--- src/rtl/core/nbd_pkg.sv ---
// shared types and constants for the base-255 digit converter
`timescale 1ns / 1ps

package nbd_pkg;

   localparam int BYTE_W     = 8;
   localparam int FULL_BYTES = 16;
   localparam int IDX_W      = 4;
   localparam int COUNT_W    = 5;
   localparam logic [BYTE_W-1:0] RADIX = 8'hFF;

   // one pass of the division travelling from a cell to its lower neighbor
   typedef struct packed {
      logic              valid;
      logic              nz;
      logic [BYTE_W-1:0] rem;
   } link_type;

   typedef struct packed {
      logic [63:0]        digits_low;
      logic [63:0]        digits_high;
      logic [BYTE_W-1:0]  extra_digit;
      logic [COUNT_W-1:0] digit_count;
   } result_type;

   typedef enum logic [1:0] {
      ST_IDLE,
      ST_RUN,
      ST_DONE
   } state_type;

endpackage

--- src/rtl/core/nbd_cell.sv ---
// one byte cell of the division chain: divides rem:byte by 255 per pass
`timescale 1ns / 1ps

module nbd_cell (
   input  logic                clock,
   input  logic                reset,
   input  logic                load,
   input  logic [7:0]          load_num,
   input  nbd_pkg::link_type   link_in,
   output nbd_pkg::link_type   link_out
);

   logic [7:0]        num_ff;
   logic [7:0]        num_in;
   nbd_pkg::link_type link_ff;
   nbd_pkg::link_type link_in_next;
   logic [8:0]        sum;
   logic              wrap;

   // rem*256 + b = rem*255 + (rem + b), and rem + b stays below 2*255
   always_comb begin
      sum  = {1'b0, link_in.rem} + {1'b0, num_ff};
      wrap = (sum >= {1'b0, nbd_pkg::RADIX});
      num_in = num_ff;
      link_in_next.valid = 1'b0;
      link_in_next.nz    = link_in.nz | (num_ff != 8'd0);
      link_in_next.rem   = wrap ? 8'(sum - {1'b0, nbd_pkg::RADIX}) : sum[7:0];
      if (load) begin
         num_in = load_num;
      end else if (link_in.valid) begin
         num_in = link_in.rem + {7'd0, wrap};
         link_in_next.valid = 1'b1;
      end
   end

   always_ff @(posedge clock) begin
      num_ff       <= num_in;
      link_ff.nz   <= link_in_next.nz;
      link_ff.rem  <= link_in_next.rem;
      if (reset) begin
         link_ff.valid <= 1'b0;
      end else begin
         link_ff.valid <= link_in_next.valid;
      end
   end

   assign link_out = link_ff;

endmodule

--- src/rtl/core/nbd_collect.sv ---
// gathers remainders leaving the bottom cell into packed digit bytes
`timescale 1ns / 1ps

module nbd_collect #(
   parameter int NUM_BYTES = 16
) (
   input  logic                 clock,
   input  logic                 reset,
   input  logic                 clear,
   input  nbd_pkg::link_type    link_in,
   output logic                 last,
   output nbd_pkg::result_type  result
);

   localparam logic [nbd_pkg::COUNT_W-1:0] NB = nbd_pkg::COUNT_W'(NUM_BYTES);

   logic [nbd_pkg::FULL_BYTES-1:0][7:0] dig_ff;
   logic [7:0]                          extra_ff;
   logic [nbd_pkg::COUNT_W-1:0]         count_ff;
   logic [nbd_pkg::COUNT_W-1:0]         rx_ff;

   always_ff @(posedge clock) begin
      if (reset) begin
         rx_ff    <= '0;
         count_ff <= '0;
         extra_ff <= '0;
         dig_ff   <= '0;
      end else if (clear) begin
         rx_ff    <= '0;
         count_ff <= '0;
         extra_ff <= '0;
         dig_ff   <= '0;
      end else if (link_in.valid) begin
         rx_ff <= rx_ff + nbd_pkg::COUNT_W'(1);
         // a digit exists only while the number before this pass was nonzero
         if (link_in.nz) begin
            if (count_ff < NB) begin
               dig_ff[count_ff[nbd_pkg::IDX_W-1:0]] <= link_in.rem + 8'd1;
            end else begin
               extra_ff <= link_in.rem + 8'd1;
            end
            count_ff <= count_ff + nbd_pkg::COUNT_W'(1);
         end
      end
   end

   assign last = link_in.valid && (rx_ff == NB);

   assign result.digits_low  = dig_ff[7:0];
   assign result.digits_high = dig_ff[15:8];
   assign result.extra_digit = extra_ff;
   assign result.digit_count = count_ff;

endmodule

--- src/rtl/core/number_to_base255_digits.sv ---
// top level: base-255 digit converter built as a chain of byte cells
`timescale 1ns / 1ps

// Converts a NUM_BYTES-byte unsigned number into base-255 digits (each remainder
// plus one, least significant first). Every cell holds one byte and runs one
// division pass per cycle; passes enter the top cell one per cycle and ripple
// down as a wavefront until all NUM_BYTES+1 passes have left the chain. One item
// is accepted at a time, and req_stall holds off the next one until the result
// has moved into an output register; the next item is then taken while that
// result waits. Input bytes above NUM_BYTES are ignored; digit_count is zero
// for a zero input. NUM_BYTES above 16 acts as 16 and below 1 acts as 1.
module number_to_base255_digits #(
   parameter int NUM_BYTES = 16
) (
   input  logic        clock,
   input  logic        reset,
   input  logic        req_valid,
   output logic        req_stall,
   input  logic [63:0] req_value_low,
   input  logic [63:0] req_value_high,
   output logic        rsp_valid,
   input  logic        rsp_stall,
   output logic [63:0] rsp_digits_low,
   output logic [63:0] rsp_digits_high,
   output logic [7:0]  rsp_extra_digit,
   output logic [4:0]  rsp_digit_count
);

   localparam int WIDTH = (NUM_BYTES > nbd_pkg::FULL_BYTES) ? nbd_pkg::FULL_BYTES :
                          ((NUM_BYTES < 1) ? 1 : NUM_BYTES);
   localparam logic [nbd_pkg::COUNT_W-1:0] NB = nbd_pkg::COUNT_W'(WIDTH);

   nbd_pkg::state_type          state_ff, state_in;
   logic [nbd_pkg::COUNT_W-1:0] cnt_ff, cnt_in;
   logic                        load;
   logic                        xfer;
   logic                        last;
   logic                        rsp_valid_ff, rsp_valid_in;
   nbd_pkg::result_type         result;
   nbd_pkg::result_type         rsp_ff;
   nbd_pkg::link_type           link [WIDTH:0];
   logic [127:0]                value;

   assign value = {req_value_high, req_value_low};

   // passes are issued at the top of the chain with an empty remainder
   assign link[WIDTH] = '{valid: (state_ff == nbd_pkg::ST_RUN) && (cnt_ff <= NB),
                          nz: 1'b0, rem: 8'd0};

   for (genvar i = 0; i < WIDTH; i++) begin : g_cell
      nbd_cell u_cell (
         .clock    (clock),
         .reset    (reset),
         .load     (load),
         .load_num (value[8*i +: 8]),
         .link_in  (link[i+1]),
         .link_out (link[i])
      );
   end

   nbd_collect #(
      .NUM_BYTES (WIDTH)
   ) u_collect (
      .clock   (clock),
      .reset   (reset),
      .clear   (load),
      .link_in (link[0]),
      .last    (last),
      .result  (result)
   );

   always_ff @(posedge clock) begin
      if (reset) begin
         state_ff     <= nbd_pkg::ST_IDLE;
         cnt_ff       <= '0;
         rsp_valid_ff <= 1'b0;
      end else begin
         state_ff     <= state_in;
         cnt_ff       <= cnt_in;
         rsp_valid_ff <= rsp_valid_in;
      end
   end

   always_ff @(posedge clock) begin
      if (xfer) begin
         rsp_ff <= result;
      end
   end

   always_comb begin
      state_in = state_ff;
      cnt_in   = cnt_ff;
      load     = 1'b0;
      xfer     = 1'b0;
      unique case (state_ff)
         nbd_pkg::ST_IDLE: begin
            if (req_valid) begin
               load     = 1'b1;
               cnt_in   = '0;
               state_in = nbd_pkg::ST_RUN;
            end
         end
         nbd_pkg::ST_RUN: begin
            if (cnt_ff <= NB) begin
               cnt_in = cnt_ff + nbd_pkg::COUNT_W'(1);
            end
            if (last) begin
               state_in = nbd_pkg::ST_DONE;
            end
         end
         nbd_pkg::ST_DONE: begin
            if (!rsp_valid_ff || !rsp_stall) begin
               xfer     = 1'b1;
               state_in = nbd_pkg::ST_IDLE;
            end
         end
         default: begin
            state_in = nbd_pkg::ST_IDLE;
         end
      endcase
      rsp_valid_in = xfer | (rsp_valid_ff & rsp_stall);
   end

   assign req_stall       = (state_ff != nbd_pkg::ST_IDLE);
   assign rsp_valid       = rsp_valid_ff;
   assign rsp_digits_low  = rsp_ff.digits_low;
   assign rsp_digits_high = rsp_ff.digits_high;
   assign rsp_extra_digit = rsp_ff.extra_digit;
   assign rsp_digit_count = rsp_ff.digit_count;

`ifndef SYNTHESIS
   a_last_in_run: assert property (@(posedge clock) disable iff (reset)
      last |-> (state_ff == nbd_pkg::ST_RUN))
      else $error("final pass left the chain outside of a run");

   a_count_range: assert property (@(posedge clock) disable iff (reset)
      rsp_valid |-> (rsp_digit_count <= NB + 5'd1))
      else $error("digit count beyond width plus one");

   a_zero_empty: assert property (@(posedge clock) disable iff (reset)
      (rsp_valid && (rsp_digit_count == 5'd0)) |->
         ((rsp_digits_low == 64'd0) && (rsp_digits_high == 64'd0)
          && (rsp_extra_digit == 8'd0)))
      else $error("digits present with a zero count");

   a_extra_full: assert property (@(posedge clock) disable iff (reset)
      (rsp_valid && (rsp_extra_digit != 8'd0)) |-> (rsp_digit_count == NB + 5'd1))
      else $error("extra digit without a full digit count");
`endif

endmodule

--- config.mk ---
export PLATFORM = sky130hd
export DESIGN_NAME = number_to_base255_digits
export DESIGN_NICKNAME = d
export VERILOG_FILES = /design/src/rtl/core/nbd_pkg.sv /design/src/rtl/core/nbd_cell.sv /design/src/rtl/core/nbd_collect.sv /design/src/rtl/core/number_to_base255_digits.sv
export SDC_FILE = /design/constraint.sdc
export NUM_CORES = 1
export LEC_CHECK = 0
export BUFFER_PORTS_ARGS = -buffer_cell sky130_fd_sc_hd__buf_2
export CORE_MARGIN = 1.5
export CORE_UTILIZATION = 66
export CTS_BUF_LIST = sky130_fd_sc_hd__clkbuf_4 sky130_fd_sc_hd__clkbuf_8
export DETAILED_ROUTE_END_ITERATION = 8
export PLACE_DENSITY = 0.95
export SLEW_MARGIN = 0
export SYNTH_ARGS = -nofsm -noshare
export SYNTH_HDL_FRONTEND = slang
export SYNTH_HIERARCHICAL = 1
export SYNTH_SLANG_ARGS = --single-unit
--- constraint.sdc ---
create_clock -name clock -period 20.2 [get_ports clock]
set_input_delay 4.04 -clock clock [delete_from_list [all_inputs] [get_ports clock]]
set_output_delay 4.04 -clock clock [all_outputs]
set_load 0.03 [all_outputs]
=== After elaboration in Yosys (flattened, before gate mapping) ===
Cells that the tools add are included.

* Flip-flop bits (word level): 583
* Input bits: 132
* Output and inout port bits: 143
* Logic and storage cells: 310

* Add/subtract/negate cells: 50
* $lt $le $gt $ge: 20
* Equality and inequality tests: 7
* Mux-type cells: 78
* Bitwise gates (word level): 18
* Reductions and logical operators: 47

{| class="wikitable"
|+ Operators by type and width
! cell !! count
|-
| 8-bit two-way mux || 49
|-
| 8-bit by 8-bit adder with 9-bit output || 15
|-
| 9-bit by 8-bit greater-or-equal comparator with 1-bit output, second input constant || 15
|-
| 128-bit bitwise mux || 1
|-
| 8-bit nonzero test || 16
|-
| 8-bit subtractor, second input constant || 16
|-
| 8-bit by 1-bit adder with 8-bit output || 15
|-
| 2-bit nonzero test || 18
|-
| 8-bit demux with 4-bit select || 1
|-
| 1-bit two-way mux || 20
|-
| 1-bit bitwise OR || 16
|-
| 5-bit by 1-bit adder with 5-bit output, second input constant || 3
|-
| 3-bit AND reduction || 4
|-
| 5-bit two-way mux || 2
|-
| 5-bit one-hot mux with 2 select lines || 1
|-
| 8-bit by 1-bit adder with 8-bit output, second input constant || 1
|-
| 8-bit greater-or-equal comparator, second input constant || 1
|-
| 2-bit two-way mux || 3
|-
| 2-bit inequality test, second input constant || 3
|-
| 2-bit one-hot mux with 3 select lines || 1
|-
| 5-bit == test, second input constant || 1
|-
| 5-bit <= comparator, second input constant || 1
|-
| 4-bit by 5-bit < comparator with 1-bit output, second input constant || 1
|-
| 5-bit < comparator, second input constant || 1
|-
| 12 further kinds || 15
|}

=== Logic depth before layout (Yosys ltp) ===
Gate-level depths: netlist (run 1).

* Depth after elaboration: 5
* Gate-level depth with buffers: 14
* Gate-level depth less buffers: 13

=== Modules after synthesis ===
Netlist (run 1), hierarchy kept.

{| class="wikitable"
|+ Modules (own cells, without submodules)
! module !! times used !! cells each !! area an instance (sq um) !! seq. area each (sq um)
|-
| nbd_cell at g_cell[13].u_cell ... || 9 || 142 || 1331.3 || 440.4
|-
| nbd_cell at g_cell[0].u_cell ... || 7 || 142 || 1303.8 || 440.4
|-
| nbd_collect || 1 || 549 || 5141.2 || 2922.8
|-
| number_to_base255_digits || 1 || 198 || 4749.6 || 4394.2
|}

=== Worst setup path after synthesis (run 1) ===
Ideal clock, no wire load.

* Path type: input port to flip-flop
* From: in rsp_stall
* To: reg rsp_ff, in the netlist rsp_digit_count[0] (enable)
* Setup time: 0.689 ns
* Data arrival time: 10.672 ns
* Data required time: 19.511 ns
* Path slack: 8.839 ns
* Stages: 1
* Path buffers: 0
* Cells stage by stage: a21oi_1

* Word-level cells in the longest chain between the ends: 4

{| class="wikitable"
|+ Ends and longest elaborated chain
! item !! RTL line !! source
|-
| start: declaration || number_to_base255_digits.sv:22 || <nowiki>input logic rsp_stall,</nowiki>
|-
| 1-bit zero test || number_to_base255_digits.sv:112 || <nowiki>if (!rsp_valid_ff || !rsp_stall) begin</nowiki>
|-
| 1-bit logical OR || number_to_base255_digits.sv:112 ||
|-
| 1-bit two-way mux || number_to_base255_digits.sv:112 ||
|-
| 1-bit two-way mux || number_to_base255_digits.sv:95 || <nowiki>unique case (state_ff)</nowiki>
|-
| end signal: assignment || number_to_base255_digits.sv:86 || <nowiki>rsp_ff <= result;</nowiki>
|-
| end: declaration || number_to_base255_digits.sv:40 || <nowiki>nbd_pkg::result_type rsp_ff;</nowiki>
|}

Every way passes these cells.
A chain may end at the register's enable or synchronous reset.

=== Final worst setup path (run 1) ===
* From: in req_valid
* To: reg u_collect.dig_ff, in the netlist u_collect/result[115]

* Word-level cells in the longest chain between the ends: 3

{| class="wikitable"
|+ Ends and longest elaborated chain
! item !! RTL line !! source
|-
| start: declaration || number_to_base255_digits.sv:17 || <nowiki>input logic req_valid,</nowiki>
|-
| 1-bit two-way mux || number_to_base255_digits.sv:97 || <nowiki>if (req_valid) begin</nowiki>
|-
| 1-bit two-way mux || number_to_base255_digits.sv:95 ||
|-
| via load || number_to_base255_digits.sv:35 || <nowiki>logic load;</nowiki>
|-
| 2-bit OR reduction (no line) || n/a ||
|-
| end signal: indexed assignment || nbd_collect.sv:38 || <nowiki>dig_ff[count_ff[nbd_pkg::IDX_W-1:0]] <= link_in.rem + 8'd1;</nowiki>
|-
| end: declaration || nbd_collect.sv:17 || <nowiki>logic [nbd_pkg::FULL_BYTES-1:0][7:0] dig_ff;</nowiki>
|}

The timed path passes the listed nets, and every way through them passes these cells.

==> metrics.yaml, run 1 <==
vias_per_cell: 6.37
core_area_mm2: 0.0465
crit_top_cell: "buf_4"
drt-pass1-iter-count: 6
cts_tree: "done"
syn_area_per_cell_um2: 10.3
final_common_cell: "dfxtp_1"
routabilityCongestion: 0.934
nets: 3662
synth.distinct_cells: 68
synth_warnings: 6
area_delta_synth_final_pct: 12.7
clk_pin_slew_ns: 0.07
synth.ff_latch_count: 583
dp_slack_ns: 13.08
hold_violations: 0
fillers: 2944
p_int_uw: 3480
grt_pass1_wl_um: 124000
setup_ws_ns: 13.68
cp_cell_sequence: "buf_2, or3b_2, inv_8, buf_4, nor2_4, buf_4, o21ai_0, a21oi_1"
initial_core_util_pct: 66.7
die-width_um: 220
critPathKind: "input port to flop"
crit_required_ns: 20.75
reg2reg_slack_ns: 16.59
drive_gt1_share_pct: 17.3
power.switching_uw: 2720
grt_overflow: 0
cts_resized: 0
dominantRegCellSynth: "dfxtp_1"
yosysTopAreaCell: "edfxtp_1"
grt_antenna_before_repair: 9
drtAntennaViolNets: 0
pwr-share-clk_pct: 17.6
chipHeight_um: 220
clock-sinks: 583
synth-edff-count: 269
fin_area_mm2: 0.0349
multi_input_area_mm2: 0.0160
cts_made_buffers: 92
port_buffers: 274
ff_latch_area_mm2: 0.0144
worst-path-max-fanout: 166
grt_util_all_layers_pct: 31.9
vias: 25600
slew_viol_final: 0
arrival_ns: 7.07
final_cell_mix: "314 x dfxtp_1, 274 x buf_2, 269 x edfxtp_1"
drt_iter0_drc: 2192
synth_area_leaders: "edfxtp_1 26%, dfxtp_1 20%, ha_1 7.5%"
dp_hpwl_um: 52800
fmax_mhz: 153
period_minus_slack_ns: 6.52
ios: 275
post_cts_buffers: 0
end_kind: "flop"
fin_skew_ns: 0.0497
maxCapViolCount: 0
worstMarginPinSlew_ns: 1.17
insertion_delay_ns: 0.72
wl_um: 78900
postSynth.asyncResetShare_pct: 0
tns_ns: 0
slowest_delay_ns: 0.85
wl_per_cell_um: 19.6
maxSlewHeadroom_pct: 21.6
rsz0062_at_grt: "no"
grt_max_degree: 167
hp-class: "flop to flop"
synth_area_mm2: 0.0310
cp-start-kind: "input port"
synthCells: 3019
die_area_mm2: 0.0483
drc_errors: 0
cts_htree_levels: 3
cpLargestDelayFamily: "buffers and inverters"
cp_slowest_cell: "buf_4"
seq_area_frac_synth_pct: 46.3
swShare_pct: 43.9
first_global_vias: 24800
status: "finished clean"
cts_root_buffer: "clkbuf_8"
power_frac_seq_pct: 27.9
rows: 79
finalCritPeriodShare_pct: 32.3
cts_hold_buf: 0
vdd_ir_drop_max_uv: 130
dpl_cell_area_mm2: 0.0329
synth_top_area_share_pct: 26.1
power_density_mw_per_mm2: 178
hold_ws_ns: 0.385
cts_buffer_depth: 3
critPathBufInv: 4
setup_viol: 0
combPwrFrac_pct: 54.5
utilization_pct: 75.2
leakage_uw: 0.0138
kinds of logic after synthesis:
kind of cell               share of synthesized area (%)
and+or+nand+nor                                     15.1
AOI/OAI and AO/OA                                   19.1
DFF                                                 46.3
adders and majority gates                           8.50
buffers and inverters                               2.46
xor gates and xnor gates                            4.89
muxes                                               3.56
other                                             0.0121
worst register-to-register path, stage by stage (launching register included):
cell	delay (ns)
edfxtp_1	0.41
ha_1	0.25
fa_1	0.43
a211oi_1	0.37
o21bai_1	0.20
xnor2_1	0.23
and3_1	0.35
a21oi_2	0.14
inv_1	0.09
ha_1	0.17
and3_1	0.25
nand3_1	0.15
xor2_1	0.19
o21ai_0	0.10
state kept, by name, summed over array words and instances, names as in the netlist:
register                flops
g_cell.u_cell/link_out    160
g_cell.u_cell/num_ff      128
u_collect/result          128
rsp_digits_high            64
rsp_digits_low             64
rsp_extra_digit             8
u_collect/extra_ff          8
cnt_ff                      5
rsp_digit_count             5
u_collect/count_ff          5
u_collect/rx_ff             5
state_ff                    2
rsp_valid                   1
worst paths after layout:
kind,from,to,cells after the start
setup reg to reg,g_cell[1].u_cell/num_ff[0],g_cell[1].u_cell/num_ff[5],13
hold reg to reg,u_collect/result[38],rsp_digits_high[25],0
setup / recovery,req_valid,u_collect/result[115],8
hold / removal,u_collect/result[38],rsp_digits_high[25],0
final cells by class:
cell class / count / area share [%]
Inverter: 83 / 0.913
Clock inverter: 37 / 1.06
Antenna cell: 4 / 0.0287
Tap cell: 607 / 2.17
Multi-Input combinational cell: 2284 / 45.8
Sequential cell: 583 / 41.1
Timing Repair Buffer: 285 / 4.16
Clock buffer: 135 / 4.75
power by group through the flow:
stage / Sequential [uW] / Clock (uW) / Combinational, uW
floorplan: 1670 / 0 / 2660
CTS: 1720 / 1110 / 3310
detailed placement: 1740 / 0 / 3250
global route: 1750 / 1160 / 3720
finish: 1730 / 1090 / 3380
global placement: 1740 / 0 / 3110
metal layers:
layer / GRT usage [%] / vias to the layer above / routed length (um)
li1: - / 11900 / -
met3: 6.18 / 267 / 5970
met1: 38.8 / 12100 / 31000
met5: 0 / - / 81
met4: 15.3 / 14 / 3440
met2: 54.3 / 1273 / 38400
through the flow:
stage	cells	total power, uW
after detailed placement	3842	4990
after global routing	4015	6630
after CTS	4014	6140
after floorplan	3047	4330
after global placement	3842	4850
final	4018	6210
cell usage after synthesis, types with 24 or more instances:
master    count
o211a_1      32
dfxtp_1     314
nor3_1       66
and3_1       65
a21o_1       62
o21ai_1      51
a21oi_1     218
clkbuf_1     45
mux2_1       32
buf_2        46
mux2_2       32
xor2_1       96
a211oi_1     44
a21oi_2      24
a221o_1      33
xnor2_1      77
nand2_1     232
nor2_1      205
o21ai_0     195
mux2i_1      26
nand3_1     167
and2_1       40
ha_1        185
nand2b_1     27
inv_1        83
edfxtp_1    269
nor2b_1      24
Power figures use the tool's default switching activity.
==> inputs of run 2 (changes only) <==
--- a/config.mk
+++ b/config.mk
@@ -7,10 +7,10 @@
 export LEC_CHECK = 0
 export BUFFER_PORTS_ARGS = -buffer_cell sky130_fd_sc_hd__buf_2
 export CORE_MARGIN = 1.5
-export CORE_UTILIZATION = 66
+export CORE_UTILIZATION = 62
 export CTS_BUF_LIST = sky130_fd_sc_hd__clkbuf_4 sky130_fd_sc_hd__clkbuf_8
 export DETAILED_ROUTE_END_ITERATION = 8
-export PLACE_DENSITY = 0.95
+export PLACE_DENSITY = 0.93
 export SLEW_MARGIN = 0
 export SYNTH_ARGS = -nofsm -noshare
 export SYNTH_HDL_FRONTEND = slang
==> constraint.sdc (replaced) <==
create_clock -name clock -period 6.59 [get_ports clock]
set_input_delay 1.318 -clock clock [delete_from_list [all_inputs] [get_ports clock]]
set_output_delay 1.318 -clock clock [all_outputs]
set_load 0.03 [all_outputs]
==> run 2 against run 1 <==
  * Setup slack worse by 11 ns
  * Wire length down 5.2%
  * Count of clock-buffer cells in the layout down 1
  * Clock skew up 0.00095 ns
  * Critical path depth up 5
  * Via count down 2.3%
  * Clock power rose to 3.1 times the previous value
  * Register-to-register slack worse by 14 ns
  * Global-route usage down 3.1 points
  * Worst hold slack better by 0.0060 ns
  * Sequential share of layout area down 0.15 points
  * Final area up 0.37%
  * Largest cell class unchanged
  * Highest routed layer unchanged
==> metrics.yaml, run 2 (synthesized netlist as in run 1, its figures left out) <==
post_cts_buffers: 0
whs_endpoint: "rsp_digits_high[61]"
grt_overflow: 0
ios: 275
drtAntennaViolNets: 0
swShare_pct: 43.5
pwr-share-clk_pct: 17.9
routabilityCongestion: 0.907
power_density_mw_per_mm2: 539
wl_um: 74800
die-width_um: 227
worst-path-max-fanout: 6
arrival_ns: 3.97
grt_max_degree: 142
r2r_start: "g_cell[11].u_cell/num_ff[0]"
cp_cell_sequence: "ha_1, fa_1, a211o_1, o21ai_0, xnor2_1, and3_1, a21oi_2, inv_1, ha_1, ha_1, nand3_1, xor2_1, o21ai_1"
grt_antenna_before_repair: 13
cts_resized: 0
setup_ws_ns: 3.03
rr_endpoint: "g_cell[11].u_cell/num_ff[6]"
tns_ns: 0
cts_tree: "done"
vdd_ir_drop_max_uv: 390
rsz0062_at_grt: "no"
status: "finished clean"
fmax_mhz: 281
power.switching_uw: 8230
vias: 25000
area_delta_synth_final_pct: 13.1
cp-start-kind: "flop"
crit_top_cell: "ha_1"
rows: 81
cts_htree_levels: 3
dp_hpwl_um: 52000
nets: 3662
hp-class: "flop to flop"
clock-sinks: 583
clk_pin_slew_ns: 0.07
finalCritPeriodShare_pct: 54.0
cts_root_buffer: "clkbuf_8"
final_cell_mix: "314 x dfxtp_1, 274 x buf_2, 269 x edfxtp_1"
drc_errors: 0
fin_skew_ns: 0.0507
slowest_delay_ns: 0.44
end_kind: "flop"
largest_register_ffs: 160
cts_buffer_depth: 3
grt_pass1_wl_um: 119000
reg2reg_slack_ns: 3.03
power_frac_seq_pct: 28.0
wl_per_cell_um: 18.3
initial_core_util_pct: 63.1
critPathKind: "flop to flop"
drt_iter0_drc: 2118
slew_viol_final: 0
worstMarginPinSlew_ns: 1.19
worstHoldStart: "u_collect/result[74]"
period_minus_slack_ns: 3.56
crit_required_ns: 6.99
maxSlewHeadroom_pct: 20.0
min_path_cells: 0
maxCapViolCount: 0
drt-pass1-iter-count: 6
port_buffers: 274
hold_violations: 0
vias_per_cell: 6.13
drive_gt1_share_pct: 17.3
cp_slowest_cell: "fa_1"
die_area_mm2: 0.0513
combPwrFrac_pct: 54.1
grt_util_all_layers_pct: 28.8
chipHeight_um: 227
core_area_mm2: 0.0492
cts_hold_buf: 0
dp_slack_ns: 2.69
final_common_cell: "dfxtp_1"
cts_made_buffers: 91
p_int_uw: 10700
insertion_delay_ns: 0.73
first_global_vias: 24200
setup_viol: 0
leakage_uw: 0.0136
r2r_cells: 13
-- run 2: area by class of cell --
type	count	area [um^2]
diodes	5	12.5
clock buffers	134	1690
clock inverters	38	375
fillers	3318	14100
inverters	83	319
multi-input cells	2284	16000
flip-flops and latches	583	14400
well taps	664	831
repair buffers	286	1470
-- run 2: worst max path at each step --
stage / cells after the start / to / startpoint / slack [ns]
finish: 13 / g_cell[11].u_cell/num_ff[6] / g_cell[11].u_cell/num_ff[0] / 3.03
global route: 13 / g_cell[1].u_cell/num_ff[7] / g_cell[1].u_cell/num_ff[0] / 2.78
CTS: 13 / g_cell[11].u_cell/num_ff[6] / g_cell[11].u_cell/num_ff[0] / 3.08
detailed placement: 5 / g_cell[8].u_cell/num_ff[5] / req_valid / 2.69
global placement: 5 / g_cell[10].u_cell/num_ff[0] / req_valid / 2.76
floorplan: 1 / rsp_digit_count[0] / rsp_stall / 0.73
-- run 2: critical path: cells and delay by family, from the launching register on --
| kind | cells | cell delay, ns |
|---|---|---|
| and+or+nand+nor | 2 | 0.41 |
| xor gates and xnor gates | 2 | 0.41 |
| buffers and inverters | 1 | 0.07 |
| DFF | 1 | 0.39 |
| AOI/OAI and AO/OA | 4 | 0.87 |
| adders and majority gates | 4 | 1.13 |
-- run 2: through the flow --
| step | total power (uW) | instance area (um^2) | util (%) | cells | hold slack (ns) |
|---|---|---|---|---|---|
| 2_1_floorplan | 13300 | 31100 | - | 3047 | 0.392 |
| 3_3_place_gp | 14800 | 33000 | 67.1 | 3900 | 0.406 |
| 3_5_place_dp | 15200 | 33000 | 67.1 | 3900 | 0.408 |
| 4_1_cts | 18700 | 35000 | 71.3 | 4072 | 0.408 |
| 5_1_grt | 20300 | 35100 | 71.3 | 4075 | 0.408 |
| 6_report | 18900 | 35100 | 71.3 | 4077 | 0.391 |
-- run 2: routing by layer --
| metal | vias to the layer above | track usage (%) | part of all wire [%] |
|---|---|---|---|
| li1 | 11900 | - | - |
| met1 | 11800 | 35.1 | 40 |
| met2 | 1044 | 49.5 | 49 |
| met3 | 213 | 5.74 | 6.9 |
| met4 | 16 | 12.4 | 3.8 |
| met5 | - | 0 | 0.13 |
-- run 2: power groups by stage --
stage / clock, uW / sequential (uW) / combinational [uW]
after CTS: 3430 / 5280 / 10000
after floorplan: 0 / 5110 / 8150
after detailed placement: 0 / 5340 / 9900
after global placement: 0 / 5320 / 9530
after global routing: 3580 / 5370 / 11300
final: 3380 / 5300 / 10200
